[config.mk]
export PLATFORM = sky130hd
export DESIGN_NAME = ilt_cell
export DESIGN_NICKNAME = d
export VERILOG_FILES = /design/src/sv/ilt_pkg.sv /design/src/sv/ilt_cell.sv
export SDC_FILE = /design/constraint.sdc
export NUM_CORES = 1
export LEC_CHECK = 0
export ABC_AREA = 1
export BUFFER_PORTS_ARGS = -buffer_cell sky130_fd_sc_hd__buf_2
export CAP_MARGIN = 5
export CORE_UTILIZATION = 45
export CTS_CLUSTER_SIZE = 20
export DETAILED_ROUTE_END_ITERATION = 16
export GPL_TIMING_DRIVEN = 0
export PLACE_DENSITY = 0.86
export SYNTH_ARGS = -nofsm -noshare
export SYNTH_HDL_FRONTEND = slang
export SYNTH_SLANG_ARGS = --single-unit
[constraint.sdc]
create_clock -name clk -period 8.26 [get_ports clk]
set_input_delay 0 -clock clk [delete_from_list [all_inputs] [get_ports clk]]
set_output_delay 0 -clock clk [all_outputs]
set_load 0.05 [all_outputs]
[src/sv/ilt_pkg.sv]
package ilt_pkg;

    // request codes
    localparam logic [2:0] OP_GET       = 3'd0;
    localparam logic [2:0] OP_INS_FRONT = 3'd1;
    localparam logic [2:0] OP_APPEND    = 3'd2;
    localparam logic [2:0] OP_INS_AT    = 3'd3;
    localparam logic [2:0] OP_DELETE    = 3'd4;

    // status codes
    localparam logic [1:0] ST_OK    = 2'd0;
    localparam logic [1:0] ST_RANGE = 2'd1;
    localparam logic [1:0] ST_FULL  = 2'd2;

    localparam int DATA_W = 32;
    localparam int IDX_W  = 7;
    localparam int LEN_W  = 7;

    // fan-in of one read reduction stage
    localparam int OR_FAN = 8;

    typedef struct packed {
        logic [2:0]               op;
        logic [IDX_W-1:0]         index;
        logic signed [DATA_W-1:0] value;
    } req_t;

    typedef struct packed {
        logic signed [DATA_W-1:0] read_value;
        logic [1:0]               status;
        logic [LEN_W-1:0]         length;
    } rsp_t;

    // broadcast command to every cell
    typedef struct packed {
        logic ins;
        logic del;
        logic rd;
    } cell_ctl_t;

    // request bookkeeping that rides beside the read reduction
    typedef struct packed {
        logic             valid;
        logic [1:0]       status;
        logic [LEN_W-1:0] length;
    } trk_t;

endpackage

[src/sv/ilt_cell.sv]
module ilt_cell #(
    parameter int CW  = 7,
    parameter int POS = 0
) (
    input  logic                          clk,
    input  ilt_pkg::cell_ctl_t            ctl,
    input  logic [CW-1:0]                 pos,
    input  logic [CW-1:0]                 rd_pos,
    input  logic signed [ilt_pkg::DATA_W-1:0] value,
    input  logic signed [ilt_pkg::DATA_W-1:0] left,
    input  logic signed [ilt_pkg::DATA_W-1:0] right,
    output logic signed [ilt_pkg::DATA_W-1:0] data,
    output logic signed [ilt_pkg::DATA_W-1:0] hit_val
);
    import ilt_pkg::*;

    localparam logic [CW-1:0] MY_POS = CW'(POS);

    logic signed [DATA_W-1:0] data_reg;
    logic signed [DATA_W-1:0] data_next;

    always_comb
    begin
        data_next = data_reg;
        if (ctl.ins)
        begin
            if (MY_POS == pos)
                data_next = value;
            else if (MY_POS > pos)
                data_next = left;
        end
        else if (ctl.del && (MY_POS >= pos))
        begin
            data_next = right;
        end
    end

    // element word: no reset, contents are meaningful only below the count
    always_ff @(posedge clk)
    begin
        data_reg <= data_next;
    end

    assign data    = data_reg;
    assign hit_val = (ctl.rd && (MY_POS == rd_pos)) ? data_reg : '0;

endmodule

==> results.md <==
- Status: complete, no violations
- Grt total ovfl: 0
- Setup Viol. Count Final: 0
- Total power: 378.4 uW
- Detailed Route WL: 7581 um
- Die area: 6060 um^2
- Hold Path Class: input port to flip-flop
- CTS Root Cell: clkbuf_8
- Post-Route Utilization: 68.13%
- Crit path buf inv count: 3
- Port Buffers: 176
- PD cells: 100.2 nW/um^2
- Synthesized area: 2589 um^2
- Critical path data required time: 8.24 ns
- CP cell instances: buf_2 -> nor2_2 -> nand2_2 -> buf_6 -> nor3_2 -> buf_6
- Tmin final: 1.552 ns
- Fmax: 0.6442 GHz
- TNS Setup: 0 ns
- Worst vdd ir: 0.00005231 V
- Sequential fraction of the synthesis area: 37.12%
- Post-CTS Resized: 0
- WL/cell: 12.07 um
- Avg Vias per Cell: 4.575
- Yosys cell types: 19
- GRT Total Usage: 24.57%
- Residual DRC: 0
- Top Family by Delay on Critical Path: simple AND/OR/NAND/NOR gates
- Largest stage delay on the critical path: 0.72 ns
- Antenna violations before repair: 0
- Initial core utilization: 46.73%
- Synth top area cells: edfxtp_1 (37%), inv_1 (14%), nand3_1 (12%)
- # diodes: 0
- First-iteration detailed-routing DRC count: 112
- Hold Slack: 0.005276 ns
- Syn. warnings: 0
- Most common cell in the netlist: inv_1
- Total number of vias: 2873
- P_leak: 0.002249 uW
- Syn_nets: 474
- Synth Register Bits: 32
- Final Max Slew Viols: 0
- CTS Buf Count: 5
- Critical path class: input port to flip-flop
- Unrepaired setup endpoints after global routing: no
- Maxcap violations: 0
- DP HPWL: 6104 um
- Area leader, netlist: edfxtp_1
- Storage element area: 960.9 um^2
- DRT Pass-1 Iters: 4
- Arr. time, crit path: 1.54 ns
- Fin. Hold Viols: 0
- Largest register FFs: 32
- Clock buffer depth: 2
- Fill cell count: 499
- First-pass GRT wire length: 11500 um
- Synth async-reset ratio: 0%
- Area grow syn2layout: 45.82%
- Row cnt: 27
- Crit end category: flip-flop
- # IOs: 178
- Final Cycle Share: 18.79%
- Slowest cell on crit path: nor3_2
- Clk sinks: 32
- Die Y-Extent: 77.85 um
- Final Wtd Congestion: 0.8162
- Top cells by count, synth: inv_1 (97), nand2_1 (65), nand3_1 (64), edfxtp_1 (32)
- Slew HR: 40.82%
- Layout cells sized above 1: 45.68%
- Worst Setup Start Kind: input port
- Multi-input logic area: 1060 um^2
- Vias in the first global route: 2564
- Largest net degree at the start of global routing: 15
- Ys flop type: edfxtp_1
- Residual antenna-violating net count after detailed routing: 0
- Nets: 670
- Die W: 77.85 um
- H-Tree Depth: 2
- Core area: 5540 um^2
- Worst Tran Pin Value: 0.8828 ns
- CTS tree: yes
- Mapped Cells: 360
- Post-synth EDFFs: 32
- Synth top area share: 37.12%
- Setup Fix Bufs, Post-CTS: 0
- Worst Path Max Fanout: 14
- Cell mode on critical path: buf_6
- Reg clk slew, reported paths: 0.06 ns
- Syn Area/Cell: 7.191 um^2
-- repair_timing --
item | 4_1_cts | 5_1_grt
hold endpoints to repair | 11 | 0
hold buffers | 11 | 0
setup endpoints to repair | 0 | 0
-- per-layer routing --
metal	GRT usage, %	up-vias	wire length [um]
li1	-	1487	-
met3	4.235	14	498
met2	44.07	135	3816
met1	28.89	1237	3082
met4	9.623	0	184
met5	0	-	0
-- final timing paths --
kind                      start       end  depth (start not counted)
worst max-delay path     pos[6]  data[18]                          6
worst min-delay path  right[21]  data[21]                          3
-- kinds of logic after synthesis --
logic type / count (synthesis) / share of synthesized area, %
flip-flops: 32 / 37.12
buffers and inverters: 123 / 22.14
AND/OR/NAND/NOR: 173 / 30.35
AO/OA/AOI/OAI: 32 / 10.39
-- per-stage QoR --
stage                     worst slack [ns]  std cells  cell area, um^2
after detailed placement             6.386        610             3587
final                                6.708        628             3775
after floorplan                      5.199        360             2589
after global placement               4.167        608             3560
after global routing                 6.596        628             3775
after CTS                            6.680        628             3775
-- layout make-up --
| cell class | count | area share, % |
|---|---|---|
| Buffer | 22 | 5.104 |
| Inverter | 101 | 10.08 |
| Multi-Input combinational cell | 205 | 28.07 |
| Clock buffer | 6 | 1.922 |
| Timing Repair Buffer | 189 | 26.85 |
| Tap cell | 72 | 2.386 |
| Sequential cell | 32 | 25.46 |
| Clock inverter | 1 | 0.1326 |
-- where the power goes --
group | leakage, uW | switching, uW | total [uW] | internal [uW]
combinational | 0.00193 | 45.8 | 86.8 | 41.0
clock | 0.0000410 | 53.0 | 110 | 57.2
sequential | 0.000278 | 0.448 | 181 | 181
-- layout by cell type, fill, tap and decap left out --
cell type      instances
buf_2                183
inv_1                 97
nand2_1               65
nand3_1               64
edfxtp_1              32
o21ai_2               29
nor2_1                29
buf_6                 14
dlygate4sd3_1         11
nor2_2                 9
clkbuf_8               5
inv_2                  3
buf_4                  3
o21ai_0                3
clkinv_2               2
nor3_2                 2
nand2_2                1
nand2_4                1
nor2_4                 1
nand4_2                1
clkbuf_1               1
No activity file was read; power rests on OpenSTA's default activity.
